<file path="src/sv/mcet_pkg.sv">
// ----------------------------------------------------------------------------
// mcet_pkg: shared types and constants of the extended one-shot timer unit
// Action and status codes, divider sizing, controller/datapath links.
// ----------------------------------------------------------------------------
`default_nettype none

package mcet_pkg;

  // default sizes handed to the top level
  localparam int NUM_CHANNELS = 4;
  localparam int COUNTER_BITS = 16;
  localparam int WRAP_BITS    = 20;

  // payload field widths
  localparam int ACTION_W = 2;
  localparam int DUR_W    = 40;
  localparam int ID_W     = 3;
  localparam int ALLOC_W  = 3;
  localparam int MASK_W   = 4;
  localparam int STATUS_W = 2;

  // us -> 32.768 kHz ticks: (dur * 1024 + 15625) / 31250
  localparam int  DUR_SHIFT  = 10;
  localparam int  NUM_W      = DUR_W + DUR_SHIFT + 1;  // numerator and quotient
  localparam int  REM_W      = 15;                     // remainder < 31250
  localparam logic [REM_W:0]   DIVISOR    = (REM_W + 1)'(31250);
  localparam logic [NUM_W-1:0] ROUND_BIAS = NUM_W'(15625);

  // long division by 16-bit digits; each digit is estimated by a reciprocal
  // multiply (true digit or one less) and then corrected
  localparam int DIGIT_W     = 16;
  localparam int NUM_DIGITS  = (NUM_W + DIGIT_W - 1) / DIGIT_W;
  localparam int PAD_W       = NUM_DIGITS * DIGIT_W;
  localparam int X_W         = REM_W + DIGIT_W;        // remainder and next digit
  localparam int STEP_CNT_W  = $clog2(NUM_DIGITS + 1);
  localparam int RECIP_SHIFT = 45;
  localparam logic [X_W-1:0] RECIP = X_W'(1125899906);  // floor(2^45 / 31250)

  typedef enum logic [ACTION_W-1:0] {
    ACT_ALLOC = 2'd0,
    ACT_FREE  = 2'd1,
    ACT_TICK  = 2'd2
  } action_e;

  typedef enum logic [STATUS_W-1:0] {
    ST_OK     = 2'd0,
    ST_REJECT = 2'd1,
    ST_BAD_ID = 2'd2
  } status_e;

  // controller -> datapath
  typedef struct packed {
    logic div_start;  // load divider with the new duration
    logic exec_now;   // action without the divider, load result
    logic commit;     // finish allocate, load result
  } cmd_t;

  // datapath -> controller
  typedef struct packed {
    logic alloc_go;   // allocate that needs the divider
    logic div_done;
  } sts_t;

endpackage

`default_nettype wire

</file>
<file path="src/sv/multi_channel_extended_oneshot_timer_unit.sv">
// ----------------------------------------------------------------------------
// multi_channel_extended_oneshot_timer_unit: four-channel one-shot timer
// Free-running counter with compare channels extended by a wrap count.
//
//   channel | dir | tdata (low bit up)                        | tuser
//   s_axis  | in  | duration_us[39:0] channel_id[42:40] pad   | action[1:0]
//   m_axis  | out | alloc_id[2:0] expired_mask[6:3] status[8:7] pad | -
//
// Free, tick and rejected allocate: result in the next cycle, back to back while
// the result side keeps up. A granted allocate runs the tick converter, which
// forms four 16-bit quotient digits, each by an estimate step and a correction
// step, then commits its result; no new transfer is taken until that commit.
// Reset clears counter and all channels; no clearing pass.
// A stalled result holds the result register; input and commit wait while it stalls.
// ----------------------------------------------------------------------------
`default_nettype none

module multi_channel_extended_oneshot_timer_unit #(
  parameter int NumChannels = mcet_pkg::NUM_CHANNELS,
  parameter int CounterBits = mcet_pkg::COUNTER_BITS,
  parameter int WrapBits    = mcet_pkg::WRAP_BITS
) (
  input  wire logic        clk_i,
  input  wire logic        rst_ni,
  // duration_us [39:0], channel_id [42:40], zero pad [47:43]
  input  wire logic [47:0] s_axis_tdata_i,
  // action [1:0]
  input  wire logic [1:0]  s_axis_tuser_i,
  input  wire logic        s_axis_tvalid_i,
  output logic             s_axis_tready_o,
  // alloc_id [2:0], expired_mask [6:3], status [8:7], zero pad [15:9]
  output logic [15:0]      m_axis_tdata_o,
  output logic             m_axis_tvalid_o,
  input  wire logic        m_axis_tready_i
);

  mcet_pkg::cmd_t                      cmd;
  mcet_pkg::sts_t                      sts;
  logic [mcet_pkg::ALLOC_W-1:0]        alloc_id;
  logic [mcet_pkg::MASK_W-1:0]         expired_mask;
  logic [mcet_pkg::STATUS_W-1:0]       status;

  // sequencing: decides between immediate actions and a divider run
  mcet_ctrl u_ctrl (
    .clk_i       (clk_i),
    .rst_ni      (rst_ni),
    .in_valid_i  (s_axis_tvalid_i),
    .in_ready_o  (s_axis_tready_o),
    .out_valid_o (m_axis_tvalid_o),
    .out_ready_i (m_axis_tready_i),
    .sts_i       (sts),
    .cmd_o       (cmd)
  );

  // counter, channel bank, tick conversion and result register
  mcet_dp #(
    .NumChannels (NumChannels),
    .CounterBits (CounterBits),
    .WrapBits    (WrapBits)
  ) u_dp (
    .clk_i          (clk_i),
    .rst_ni         (rst_ni),
    .cmd_i          (cmd),
    .sts_o          (sts),
    .action_i       (s_axis_tuser_i),
    .duration_us_i  (s_axis_tdata_i[39:0]),
    .channel_id_i   (s_axis_tdata_i[42:40]),
    .alloc_id_o     (alloc_id),
    .expired_mask_o (expired_mask),
    .status_o       (status)
  );

  assign m_axis_tdata_o = {7'd0, status, expired_mask, alloc_id};

endmodule

`default_nettype wire

</file>
<file path="src/sv/mcet_div.sv">
// ----------------------------------------------------------------------------
// mcet_div: microsecond to tick converter
// Long division by a fixed divisor, one 16-bit quotient digit at a time in two steps:
// reciprocal estimate, then a single compare and subtract correction.
// ----------------------------------------------------------------------------
`default_nettype none

module mcet_div (
  input  wire logic                         clk_i,
  input  wire logic                         rst_ni,
  input  wire logic                         start_i,
  input  wire logic [mcet_pkg::DUR_W-1:0]   dur_i,
  output logic                              done_o,
  output logic      [mcet_pkg::NUM_W-1:0]   ticks_o
);

  localparam int NumW   = mcet_pkg::NUM_W;
  localparam int RemW   = mcet_pkg::REM_W;
  localparam int CntW   = mcet_pkg::STEP_CNT_W;
  localparam int DigitW = mcet_pkg::DIGIT_W;
  localparam int PadW   = mcet_pkg::PAD_W;
  localparam int XW     = mcet_pkg::X_W;
  localparam int ProdW  = 2 * XW;
  localparam int ChkW   = 2 * DigitW;

  logic [PadW-1:0]   num_q, num_d;
  logic [RemW-1:0]   rem_q, rem_d;
  logic [CntW-1:0]   cnt_q, cnt_d;
  logic              fix_phase_q, fix_phase_d;
  logic [DigitW-1:0] est_q, est_d;
  logic [NumW-1:0]   load_val;
  logic [XW-1:0]     x;
  logic [ProdW-1:0]  est_prod;
  logic [ChkW-1:0]   chk_prod;
  logic [ChkW-1:0]   diff;
  logic [DigitW-1:0] diff_lo;
  logic              fix;
  logic [DigitW-1:0] q_digit;
  logic [DigitW-1:0] rem_next;

  assign load_val = NumW'({dur_i, {mcet_pkg::DUR_SHIFT{1'b0}}}) + mcet_pkg::ROUND_BIAS;

  // partial dividend: running remainder followed by the next digit
  assign x        = {rem_q, num_q[PadW-1 -: DigitW]};
  assign est_prod = ProdW'(x) * ProdW'(mcet_pkg::RECIP);

  // estimate is the true digit or one less
  assign chk_prod = ChkW'(est_q) * ChkW'(mcet_pkg::DIVISOR);
  assign diff     = ChkW'(x) - chk_prod;
  assign diff_lo  = diff[DigitW-1:0];
  assign fix      = (diff_lo >= mcet_pkg::DIVISOR);
  assign q_digit  = est_q + DigitW'(fix);
  assign rem_next = fix ? diff_lo - mcet_pkg::DIVISOR : diff_lo;

  always_comb begin
    num_d       = num_q;
    rem_d       = rem_q;
    cnt_d       = cnt_q;
    fix_phase_d = fix_phase_q;
    est_d       = est_q;
    if (start_i) begin
      num_d       = PadW'(load_val);
      rem_d       = '0;
      cnt_d       = CntW'(mcet_pkg::NUM_DIGITS);
      fix_phase_d = 1'b0;
    end else if (cnt_q != '0) begin
      if (!fix_phase_q) begin
        est_d       = est_prod[mcet_pkg::RECIP_SHIFT +: DigitW];
        fix_phase_d = 1'b1;
      end else begin
        // quotient digits shift in behind the numerator digits
        num_d       = {num_q[PadW-DigitW-1:0], q_digit};
        rem_d       = rem_next[RemW-1:0];
        cnt_d       = cnt_q - CntW'(1);
        fix_phase_d = 1'b0;
      end
    end
  end

  always_ff @(posedge clk_i or negedge rst_ni) begin
    if (!rst_ni) begin
      cnt_q       <= '0;
      fix_phase_q <= 1'b0;
    end else begin
      cnt_q       <= cnt_d;
      fix_phase_q <= fix_phase_d;
    end
  end

  always_ff @(posedge clk_i) begin
    num_q <= num_d;
    rem_q <= rem_d;
    est_q <= est_d;
  end

  assign done_o  = (cnt_q == '0);
  assign ticks_o = num_q[NumW-1:0];

endmodule

`default_nettype wire

</file>
<file path="src/sv/mcet_dp.sv">
// ----------------------------------------------------------------------------
// mcet_dp: timer datapath
// Free-running counter, channel bank, tick converter and result register.
// ----------------------------------------------------------------------------
`default_nettype none

module mcet_dp #(
  parameter int NumChannels = mcet_pkg::NUM_CHANNELS,
  parameter int CounterBits = mcet_pkg::COUNTER_BITS,
  parameter int WrapBits    = mcet_pkg::WRAP_BITS
) (
  input  wire logic                            clk_i,
  input  wire logic                            rst_ni,
  input  wire mcet_pkg::cmd_t                  cmd_i,
  output mcet_pkg::sts_t                       sts_o,
  input  wire logic [mcet_pkg::ACTION_W-1:0]   action_i,
  input  wire logic [mcet_pkg::DUR_W-1:0]      duration_us_i,
  input  wire logic [mcet_pkg::ID_W-1:0]       channel_id_i,
  output logic      [mcet_pkg::ALLOC_W-1:0]    alloc_id_o,
  output logic      [mcet_pkg::MASK_W-1:0]     expired_mask_o,
  output logic      [mcet_pkg::STATUS_W-1:0]   status_o
);

  localparam int NumW   = mcet_pkg::NUM_W;
  localparam int IdxW   = (NumChannels > 1) ? $clog2(NumChannels) : 1;
  localparam int MaskW  = mcet_pkg::MASK_W;
  localparam int AllocW = mcet_pkg::ALLOC_W;
  localparam int SumW   = IdxW + AllocW;

  logic [CounterBits-1:0] counter_q, counter_d, counter_inc;
  logic [NumChannels-1:0] in_use_q, in_use_d;
  logic [NumChannels-1:0] armed_q, armed_d;
  logic [CounterBits-1:0] compare_q [NumChannels];
  logic [CounterBits-1:0] compare_d [NumChannels];
  logic [WrapBits-1:0]    wraps_q   [NumChannels];
  logic [WrapBits-1:0]    wraps_d   [NumChannels];
  logic [CounterBits-1:0] residue_q [NumChannels];
  logic [CounterBits-1:0] residue_d [NumChannels];

  logic [AllocW-1:0]            alloc_id_q, alloc_id_d;
  logic [MaskW-1:0]             mask_q, mask_d;
  mcet_pkg::status_e            status_q, status_d;

  mcet_pkg::action_e            action;
  logic                         div_done;
  logic [NumW-1:0]              ticks_raw, ticks;
  logic [NumW-1:0]              whole;
  logic                         wrap_ovf;
  logic [WrapBits-1:0]          new_wraps;
  logic [CounterBits-1:0]       new_res;
  logic [CounterBits-1:0]       new_cmp;
  logic                         any_free;
  logic [IdxW-1:0]              free_idx;
  logic [SumW-1:0]              id_plus;
  logic [NumChannels-1:0]       expired;
  logic [NumChannels+MaskW-1:0] expired_ext;

  assign action = mcet_pkg::action_e'(action_i);

  mcet_div u_div (
    .clk_i   (clk_i),
    .rst_ni  (rst_ni),
    .start_i (cmd_i.div_start),
    .dur_i   (duration_us_i),
    .done_o  (div_done),
    .ticks_o (ticks_raw)
  );

  // lowest free channel
  always_comb begin
    any_free = 1'b0;
    free_idx = '0;
    for (int c = NumChannels - 1; c >= 0; c--) begin
      if (!in_use_q[c]) begin
        any_free = 1'b1;
        free_idx = IdxW'(c);
      end
    end
  end

  assign sts_o.alloc_go = (action == mcet_pkg::ACT_ALLOC) && (duration_us_i != '0) && any_free;
  assign sts_o.div_done = div_done;

  // split the tick count into wraps plus residue
  assign ticks    = (ticks_raw == '0) ? NumW'(1) : ticks_raw;
  assign whole    = ticks >> CounterBits;
  assign wrap_ovf = ((whole >> WrapBits) != '0);

  always_comb begin
    if (wrap_ovf) begin
      new_wraps = '1;
      new_res   = '1;
    end else begin
      new_res   = ticks[CounterBits-1:0];
      new_wraps = (new_res == '0) ? WrapBits'(whole) - WrapBits'(1) : WrapBits'(whole);
    end
  end

  assign new_cmp     = counter_q + ((new_wraps != '0) ? '0 : new_res);
  assign counter_inc = counter_q + CounterBits'(1);
  assign id_plus     = SumW'(free_idx) + SumW'(1);
  assign expired_ext = {{MaskW{1'b0}}, expired};

  always_comb begin
    counter_d  = counter_q;
    in_use_d   = in_use_q;
    armed_d    = armed_q;
    compare_d  = compare_q;
    wraps_d    = wraps_q;
    residue_d  = residue_q;
    alloc_id_d = alloc_id_q;
    mask_d     = mask_q;
    status_d   = status_q;
    expired    = '0;

    if (cmd_i.commit) begin
      in_use_d[free_idx]  = 1'b1;
      armed_d[free_idx]   = 1'b1;
      wraps_d[free_idx]   = new_wraps;
      residue_d[free_idx] = new_res;
      compare_d[free_idx] = new_cmp;
      alloc_id_d          = id_plus[AllocW-1:0];
      mask_d              = '0;
      status_d            = mcet_pkg::ST_OK;
    end else if (cmd_i.exec_now) begin
      alloc_id_d = '0;
      mask_d     = '0;
      status_d   = mcet_pkg::ST_OK;
      case (action)
        mcet_pkg::ACT_ALLOC: begin
          // zero duration or no channel free
          status_d = mcet_pkg::ST_REJECT;
        end
        mcet_pkg::ACT_FREE: begin
          if (int'(channel_id_i) > NumChannels) begin
            status_d = mcet_pkg::ST_BAD_ID;
          end else begin
            for (int c = 0; c < NumChannels; c++) begin
              if (int'(channel_id_i) == c + 1) begin
                in_use_d[c]  = 1'b0;
                armed_d[c]   = 1'b0;
                compare_d[c] = '0;
                wraps_d[c]   = '0;
                residue_d[c] = '0;
              end
            end
          end
        end
        mcet_pkg::ACT_TICK: begin
          counter_d = counter_inc;
          for (int c = 0; c < NumChannels; c++) begin
            if (armed_q[c] && (compare_q[c] == counter_inc)) begin
              if (wraps_q[c] > WrapBits'(1)) begin
                wraps_d[c] = wraps_q[c] - WrapBits'(1);
              end else if (wraps_q[c] == WrapBits'(1)) begin
                wraps_d[c]   = '0;
                compare_d[c] = residue_q[c] + counter_inc;
              end else begin
                residue_d[c] = '0;
                armed_d[c]   = 1'b0;
                expired[c]   = 1'b1;
              end
            end
          end
          mask_d = expired_ext[MaskW-1:0];
        end
        default: begin
        end
      endcase
    end
  end

  always_ff @(posedge clk_i or negedge rst_ni) begin
    if (!rst_ni) begin
      counter_q <= '0;
      in_use_q  <= '0;
      armed_q   <= '0;
      for (int c = 0; c < NumChannels; c++) begin
        compare_q[c] <= '0;
        wraps_q[c]   <= '0;
        residue_q[c] <= '0;
      end
    end else begin
      counter_q <= counter_d;
      in_use_q  <= in_use_d;
      armed_q   <= armed_d;
      compare_q <= compare_d;
      wraps_q   <= wraps_d;
      residue_q <= residue_d;
    end
  end

  always_ff @(posedge clk_i) begin
    alloc_id_q <= alloc_id_d;
    mask_q     <= mask_d;
    status_q   <= status_d;
  end

  assign alloc_id_o     = alloc_id_q;
  assign expired_mask_o = mask_q;
  assign status_o       = status_q;

endmodule

`default_nettype wire

</file>
<file path="src/sv/mcet_ctrl.sv">
// ----------------------------------------------------------------------------
// mcet_ctrl: timer controller
// Handshakes, divider sequencing and result register valid.
// ----------------------------------------------------------------------------
`default_nettype none

module mcet_ctrl (
  input  wire logic            clk_i,
  input  wire logic            rst_ni,
  input  wire logic            in_valid_i,
  output logic                 in_ready_o,
  output logic                 out_valid_o,
  input  wire logic            out_ready_i,
  input  wire mcet_pkg::sts_t  sts_i,
  output mcet_pkg::cmd_t       cmd_o
);

  typedef enum logic {
    S_IDLE,
    S_DIV
  } state_e;

  state_e state_q, state_d;
  logic   out_valid_q, out_valid_d;
  logic   slot_free;
  logic   accept;

  assign slot_free  = !out_valid_q || out_ready_i;
  assign in_ready_o = (state_q == S_IDLE) && slot_free;
  assign accept     = in_valid_i && in_ready_o;

  always_comb begin
    state_d     = state_q;
    out_valid_d = out_valid_q && !out_ready_i;
    cmd_o       = '0;
    case (state_q)
      S_IDLE: begin
        if (accept) begin
          if (sts_i.alloc_go) begin
            cmd_o.div_start = 1'b1;
            state_d         = S_DIV;
          end else begin
            cmd_o.exec_now = 1'b1;
            out_valid_d    = 1'b1;
          end
        end
      end
      S_DIV: begin
        if (sts_i.div_done && slot_free) begin
          cmd_o.commit = 1'b1;
          out_valid_d  = 1'b1;
          state_d      = S_IDLE;
        end
      end
      default: begin
        state_d = S_IDLE;
      end
    endcase
  end

  always_ff @(posedge clk_i or negedge rst_ni) begin
    if (!rst_ni) begin
      state_q     <= S_IDLE;
      out_valid_q <= 1'b0;
    end else begin
      state_q     <= state_d;
      out_valid_q <= out_valid_d;
    end
  end

  assign out_valid_o = out_valid_q;

endmodule

`default_nettype wire

</file>
<file path="config.mk">
export PLATFORM = sky130hd
export DESIGN_NAME = multi_channel_extended_oneshot_timer_unit
export DESIGN_NICKNAME = d
export VERILOG_FILES = /design/src/sv/mcet_pkg.sv /design/src/sv/multi_channel_extended_oneshot_timer_unit.sv /design/src/sv/mcet_div.sv /design/src/sv/mcet_dp.sv /design/src/sv/mcet_ctrl.sv
export SDC_FILE = /design/constraint.sdc
export NUM_CORES = 2
export LEC_CHECK = 0
export ABC_CLOCK_PERIOD_IN_PS = 7300
export BUFFER_PORTS_ARGS = -buffer_cell sky130_fd_sc_hd__buf_4
export CAP_MARGIN = 40
export CORE_MARGIN = 3
export CORE_UTILIZATION = 59
export CTS_CLUSTER_DIAMETER = 40
export DETAILED_ROUTE_END_ITERATION = 8
export PLACE_DENSITY = 0.79
export SLEW_MARGIN = 20
export SYNTH_ARGS = -nofsm -noshare
export SYNTH_HDL_FRONTEND = slang
export SYNTH_SLANG_ARGS = --single-unit
</file>
<file path="constraint.sdc">
create_clock -name clk_i -period 7.3 [get_ports clk_i]
set_input_delay 1.46 -clock clk_i [delete_from_list [all_inputs] [get_ports clk_i]]
set_output_delay 1.46 -clock clk_i [all_outputs]
set_load 0.03 [all_outputs]
</file>
Yosys cells after proc, flatten, opt, wreduce, memory -nomap -nowiden
Index checks and enable logic that the tools add are counted.
{"block": "totals", "regBits": 342, "in_bits": 54, "out_inout_bits": 18, "word_cells": 300}
{"block": "op_classes", "n_addsub": 17, "mul": 2, "magnitude_cmp": 10, "eq_ne": 40, "muxes": 140, "bitwise": 7, "reduce_logical": 52}
{"op": "$mux 16", "n": 31}
{"op": "$mux 20", "n": 19}
{"op": "$mux 64", "n": 5}
{"op": "$pmux 64 s2", "n": 2}
{"op": "$mux 80", "n": 3}
{"op": "$mux 51", "n": 4}
{"op": "$pmux 80 s2", "n": 1}
{"op": "$bwmux 64", "n": 2}
{"op": "$sub 20x1->20 const B", "n": 5}
{"op": "$add 16x16->16", "n": 5}
{"op": "$bwmux 80", "n": 1}
{"op": "$eq 20x1->1 const B", "n": 4}
{"op": "$gt 20x1->1 const B", "n": 4}
{"op": "$eq 16x16->1", "n": 4}
{"op": "$mul 31x30->60 const B", "n": 1}
{"op": "$reduce_and 7->1", "n": 8}
{"op": "$add 50x14->51 const B", "n": 1}
{"op": "$logic_not 51->1", "n": 1}
{"op": "$reduce_bool 51->1", "n": 1}
{"op": "$mux 1", "n": 45}
{"op": "$demux 20 s2", "n": 1}
{"op": "$reduce_bool 40->1", "n": 1}
{"op": "$ne 3x2->1 const B", "n": 12}
{"op": "$demux 16 s2", "n": 1}
{"op": "other kinds (44)", "n": 106}

Logic depth before layout (Yosys ltp)
{"block": "logic_depth", "depth_word": 11, "mapped_depth": 28, "ltp_nobuf": 28}

Hierarchy
A second synthesis with hierarchy kept.
{"block": "unflattened", "cells_unflattened": 4203, "hier_area_um2": 38791.0}
{"mod": "mcet_div", "instances": 1, "cells_each": 2151, "area_per_inst_um2": 21536.9, "seq_area_each_um2": 2672.6}
{"mod": "mcet_dp", "instances": 1, "cells_each": 2030, "area_per_inst_um2": 17081.4, "seq_area_each_um2": 6015.8}
{"mod": "mcet_ctrl", "instances": 1, "cells_each": 14, "area_per_inst_um2": 116.4, "seq_area_each_um2": 50.0}
{"mod": "multi_channel_extended_oneshot_timer_unit", "instances": 1, "cells_each": 8, "area_per_inst_um2": 56.3, "seq_area_each_um2": 0.0}

Worst setup path before layout
No wires, ideal clock.
{"block": "synth_timing", "path_kind": "register -> register", "from": "register u_dp.u_div.est_q[0]", "to": "register u_dp.u_div.num_q[14] (data pin)", "setup_ns": 0.269, "arrival_ns": 6.824, "required_time_ns": 7.031, "path_slack_ns": 0.207, "stages_incl_launch_ff": 27, "n_path_buf": 0, "synth_period_minus_slack_ns": 7.093, "cell_sequence": "edfxtp_1 > fa_1 > inv_1 > fa_1 > inv_1 > fa_1 > fa_1 > ha_1 > inv_1 > fa_1 > inv_1 > ha_1 > xor2_1 > ha_1 > inv_1 > or4_1 > o311ai_0 > nor3_1 > a2111oi_2 > nor2_1 > inv_1 > ha_1 > ha_1 > nand4_1 > nor4_1 > xnor2_1 > o21ai_0"}
{"block": "synth_between", "elab_chain_len": 7}
{"item": "start: declaration", "line": "mcet_div.sv:30", "source": "logic [DigitW-1:0] est_q, est_d;"}
{"item": "start signal: assignment", "line": "mcet_div.sv:93", "source": "est_q <= est_d;"}
{"item": "$mul 16x14->15", "line": "mcet_div.sv:48", "source": "assign chk_prod = ChkW'(est_q) * ChkW'(mcet_pkg::DIVISOR);"}
{"item": "$sub 16x16->16", "line": "mcet_div.sv:49", "source": "assign diff = ChkW'(x) - chk_prod;"}
{"item": "$ge 16x15->1", "line": "mcet_div.sv:51", "source": "assign fix = (diff_lo >= mcet_pkg::DIVISOR);"}
{"item": "$add 16x1->16 *", "line": "mcet_div.sv:52", "source": "assign q_digit = est_q + DigitW'(fix);"}
{"item": "$mux 51 *", "line": "mcet_div.sv:67", "source": "if (!fix_phase_q) begin"}
{"item": "$mux 51 *", "line": "mcet_div.sv:66", "source": "end else if (cnt_q != '0) begin"}
{"item": "$mux 51 *", "line": "mcet_div.sv:61", "source": "if (start_i) begin"}
{"item": "named net u_dp.u_div.num_d[14]", "line": "mcet_div.sv:26", "source": "logic [PadW-1:0] num_q, num_d;"}
{"item": "end signal: assignment", "line": "mcet_div.sv:91", "source": "num_q <= num_d;"}
{"item": "end: declaration", "line": "mcet_div.sv:26"}
Mark *: on every way through the listed nets, which the timed path passes. The rest lies on a longest branch. The select of a mux whose other input is x is not followed.
A chain may end at the register's enable or synchronous reset.

Final worst setup path
{"block": "layout_timing", "from": "register u_dp.u_div.rem_q[9]", "to": "register u_dp.u_div.est_q[7] (data pin)"}
{"block": "layout_between", "elab_chain_len": 1}
{"item": "start: declaration", "line": "mcet_div.sv:27", "source": "logic [RemW-1:0] rem_q, rem_d;"}
{"item": "start signal: assignment", "line": "mcet_div.sv:92", "source": "rem_q <= rem_d;"}
{"item": "$mul 31x30->60", "line": "mcet_div.sv:45", "source": "assign est_prod = ProdW'(x) * ProdW'(mcet_pkg::RECIP);"}
{"item": "named net u_dp.u_div.est_prod[52]", "line": "mcet_div.sv:33", "source": "logic [ProdW-1:0] est_prod;"}
The timed path passes the listed nets, and every way through them passes these cells.

==> results.py <==
metrics = {
    "clocking": {
        "cts_htree_levels": 2,
        "clock-sinks": 342,
        "clk_latency_ns": 0.62,
        "clockRootBuffer": "clkbuf_16",
        "clkTransAtPathRegs_ns": 0.06,
        "cts_inserted_buffers": 52,
        "cts_buffer_depth": 3,
        "cts_tree": "yes",
    },
    "detailed_routing": {
        "routedWlPerCell_um": 20.5,
        "num_vias": 31267,
        "vias_per_cell": 6.07,
        "wl_met3_mm": 7.08,
        "ant_nets": 0,
        "drc": 0,
        "first_pass_iters": 7,
        "met2_length_mm": 50.4,
        "drt-initial-drc-count": 2836,
        "drt_wl_total_mm": 105,
        "wirelength_met1_mm": 41.5,
        "highest_layer": "met5",
    },
    "run": {
        "maxCapViolations": 0,
    },
    "die": {
        "start_util": 0.601,
        "die_h_um": 260,
        "die_w_um": 260,
        "dieArea_mm2": 0.0677,
        "io_pins": 72,
        "rows": 92,
        "core_area_mm2": 0.0634,
    },
    "grt": {
        "grt_max_degree": 125,
        "grt_usage": 0.316,
        "grt-ovfl-total": 0,
        "grt_pass1_vias": 31492,
        "grt_pass1_wl_mm": 169,
        "antenna_found_initial": 1,
    },
    "sta": {
        "max_freq_mhz": 142,
        "fin_setup_tns_ns": 0,
        "slew_headroom": 0.331,
        "setup_viol": 0,
        "slew_violations": 0,
        "max_slew.worst_pin.slew_ns": 1.00,
        "min_period_ns": 7.06,
        "timing.final.crit_share": 0.967,
        "hold_viol": 0,
        "skew_ns": 0.0431,
    },
    "layout": {
        "ff_latch_area_mm2": 0.00876,
        "drive_above_1_share": 0.0826,
        "fill_cells": 4822,
        "num-nets-final": 5186,
        "multi_input_area_mm2": 0.0267,
        "syn_to_final_growth_pct": 11.2,
    },
    "synth": {
        "synth-xor-area-share": 0.0702,
        "synth_warnings": 0,
        "ys_ff_latch": 342,
        "synth-seq-area-share": 0.229,
        "synth_compound_area_frac": 0.141,
        "synth_top_family_by_area": "adder cells",
        "synthFlopType": "dfrtp_1",
        "synth-simple-area-share": 0.127,
        "synth-async-reset-ratio": 0.696,
        "synthMuxAreaShare": 0.00131,
        "avgSynthCellArea_um2": 9.24,
        "synth_fa_ha_area_frac": 0.358,
        "synth_edf_count": 70,
        "synthCells": 4122,
        "synth.cell_area_mm2": 0.0381,
        "synth_cell_type_count": 84,
    },
    "worst_setup_path": {
        "path_max_fanout": 6,
        "crit_required_ns": 7.65,
        "worstPathArrival_ns": 7.41,
        "critPathKind": "flip-flop to flip-flop",
        "crit_path_start_kind": "flip-flop",
        "critPathCaptureType": "flip-flop",
    },
    "place": {
        "dpl.hpwl_mm": 84.0,
        "gp_congestion": 0.955,
        "port_buffers": 59,
    },
    "status": {
        "status": "finished, final reports clean",
    },
    "hold_path": {
        "hp-class": "flip-flop to flip-flop",
    },
}
cells by family after synthesis:
kind of cell | Yosys count
buffers and inverters | 726
adder cells (fa/ha/maj) | 868
other | 1
AND/OR/NAND/NOR | 1019
flip-flops | 342
AO/OA/AOI/OAI | 884
XOR/XNOR | 277
multiplexers | 5
path summary, 6_finish.rpt:
path / start / endpoint / slack [ns] / depth (start not counted)
min in group asynchronous: rst_ni / u_dp.compare_q[63] / 0.88 / 1
worst min-delay path: u_dp.expired_mask_o[1] / u_dp.expired_mask_o[1] / 0.46 / 2
worst max register to register: u_dp.u_div.rem_q[9] / u_dp.u_div.est_q[7] / 0.24 / 23
max in group asynchronous: rst_ni / u_dp.armed_q[1] / 5.09 / 3
worst max-delay path: u_dp.u_div.rem_q[9] / u_dp.u_div.est_q[7] / 0.24 / 23
worst min register to register: u_dp.expired_mask_o[1] / u_dp.expired_mask_o[1] / 0.46 / 2
cells in the mapped netlist (all sizes together) (24+ instances only):
master | number | share of area
a211oi | 26 | 0.0051
a21o | 35 | 0.0069
a21oi | 217 | 0.029
a22oi | 71 | 0.014
and3 | 30 | 0.0049
clkbuf | 114 | 0.011
dfrtp | 238 | 0.16
dfxtp | 34 | 0.018
edfxtp | 70 | 0.055
fa | 372 | 0.20
ha | 496 | 0.16
inv | 598 | 0.059
nand2 | 297 | 0.029
nand3 | 95 | 0.012
nand4 | 34 | 0.0056
nor2 | 270 | 0.027
nor2b | 27 | 0.0044
nor3 | 89 | 0.012
nor4 | 44 | 0.0072
o21a | 24 | 0.0047
o21ai | 351 | 0.046
or3 | 24 | 0.0039
xnor2 | 144 | 0.033
xor2 | 115 | 0.026
state kept, by name (all words and copies together) (netlist names), 3 cells and up:
register             flops
u_dp.u_div.est_q        16
u_dp.in_use_q            4
u_dp.u_div.rem_q        15
u_dp.wraps_q            80
u_dp.compare_q          64
u_dp.armed_q             4
u_dp.expired_mask_o      4
u_dp.counter_q          16
u_dp.u_div.num_q        64
u_dp.u_div.cnt_q         3
u_dp.alloc_id_o          3
u_dp.residue_q          64
layout by cell type, fill, tap and decap left out, types with 43 or more instances in the layout:
cell type / Yosys / routed
a21oi_1: 217 / 216
a22oi_1: 71 / 71
buf_4: 7 / 183
clkbuf_16: 0 / 52
dfrtp_1: 238 / 238
edfxtp_1: 70 / 70
fa_1: 372 / 372
ha_1: 496 / 491
inv_1: 598 / 597
nand2_1: 297 / 296
nand3_1: 95 / 95
nor2_1: 270 / 266
nor3_1: 87 / 84
nor4_1: 44 / 43
o21ai_0: 349 / 347
xnor2_1: 144 / 144
xor2_1: 115 / 115
worst max-delay path: stages (launching register included):
cell	delay, ns
dfxtp_2	0.39
fa_1	0.57
fa_1	0.45
fa_1	0.54
fa_1	0.51
inv_1	0.05
fa_1	0.53
fa_1	0.52
inv_1	0.05
fa_1	0.44
ha_1	0.28
ha_1	0.29
a211o_1	0.29
a31oi_1	0.16
o21ai_0	0.11
o41a_1	0.39
a211oi_2	0.16
buf_4	0.17
nor2_1	0.04
o21a_1	0.20
buf_4	0.16
o311a_1	0.33
nor2_2	0.11
xnor2_1	0.09
layer usage:
layer / track usage / up-vias
met5: 0 / -
li1: - / 14347
met2: 0.530 / 1309
met1: 0.403 / 15237
met4: 0.162 / 2
met3: 0.0396 / 372
timing repair:
item | 4_1_cts | 5_1_grt
setup buffers | 0 | 12
endpoints found under the setup margin | 1 | 16
hold buffers | 0 | 0
gates resized for setup | 1 | 39
pin swaps | 0 | 8
cloned | 0 | 0
area by class of cell:
class / count / area share
Antenna cell: 1 / 0.0000591
Clock buffer: 60 / 0.0324
Clock inverter: 38 / 0.00989
Inverter: 599 / 0.0531
Multi-Input combinational cell: 3060 / 0.631
Sequential cell: 342 / 0.207
Tap cell: 846 / 0.0250
Timing Repair Buffer: 209 / 0.0417
metrics by stage:
stage	hold WS, ns	utilization	cell area [um^2]	worst slack, ns	instances
final	0.462	0.668	42400	0.238	5155
after global routing	0.478	0.668	42400	-0.0613	5154
after CTS	0.465	0.664	42100	0.0166	5137
after detailed placement	0.448	0.636	40300	0.00272	5039
after global placement	0.438	0.631	40000	0.0783	5019
after floorplan	0.452	-	38100	0.207	4128
Power is not shown: default switching activity piles up to over one toggle a cycle in this logic, so the estimate is an artifact.
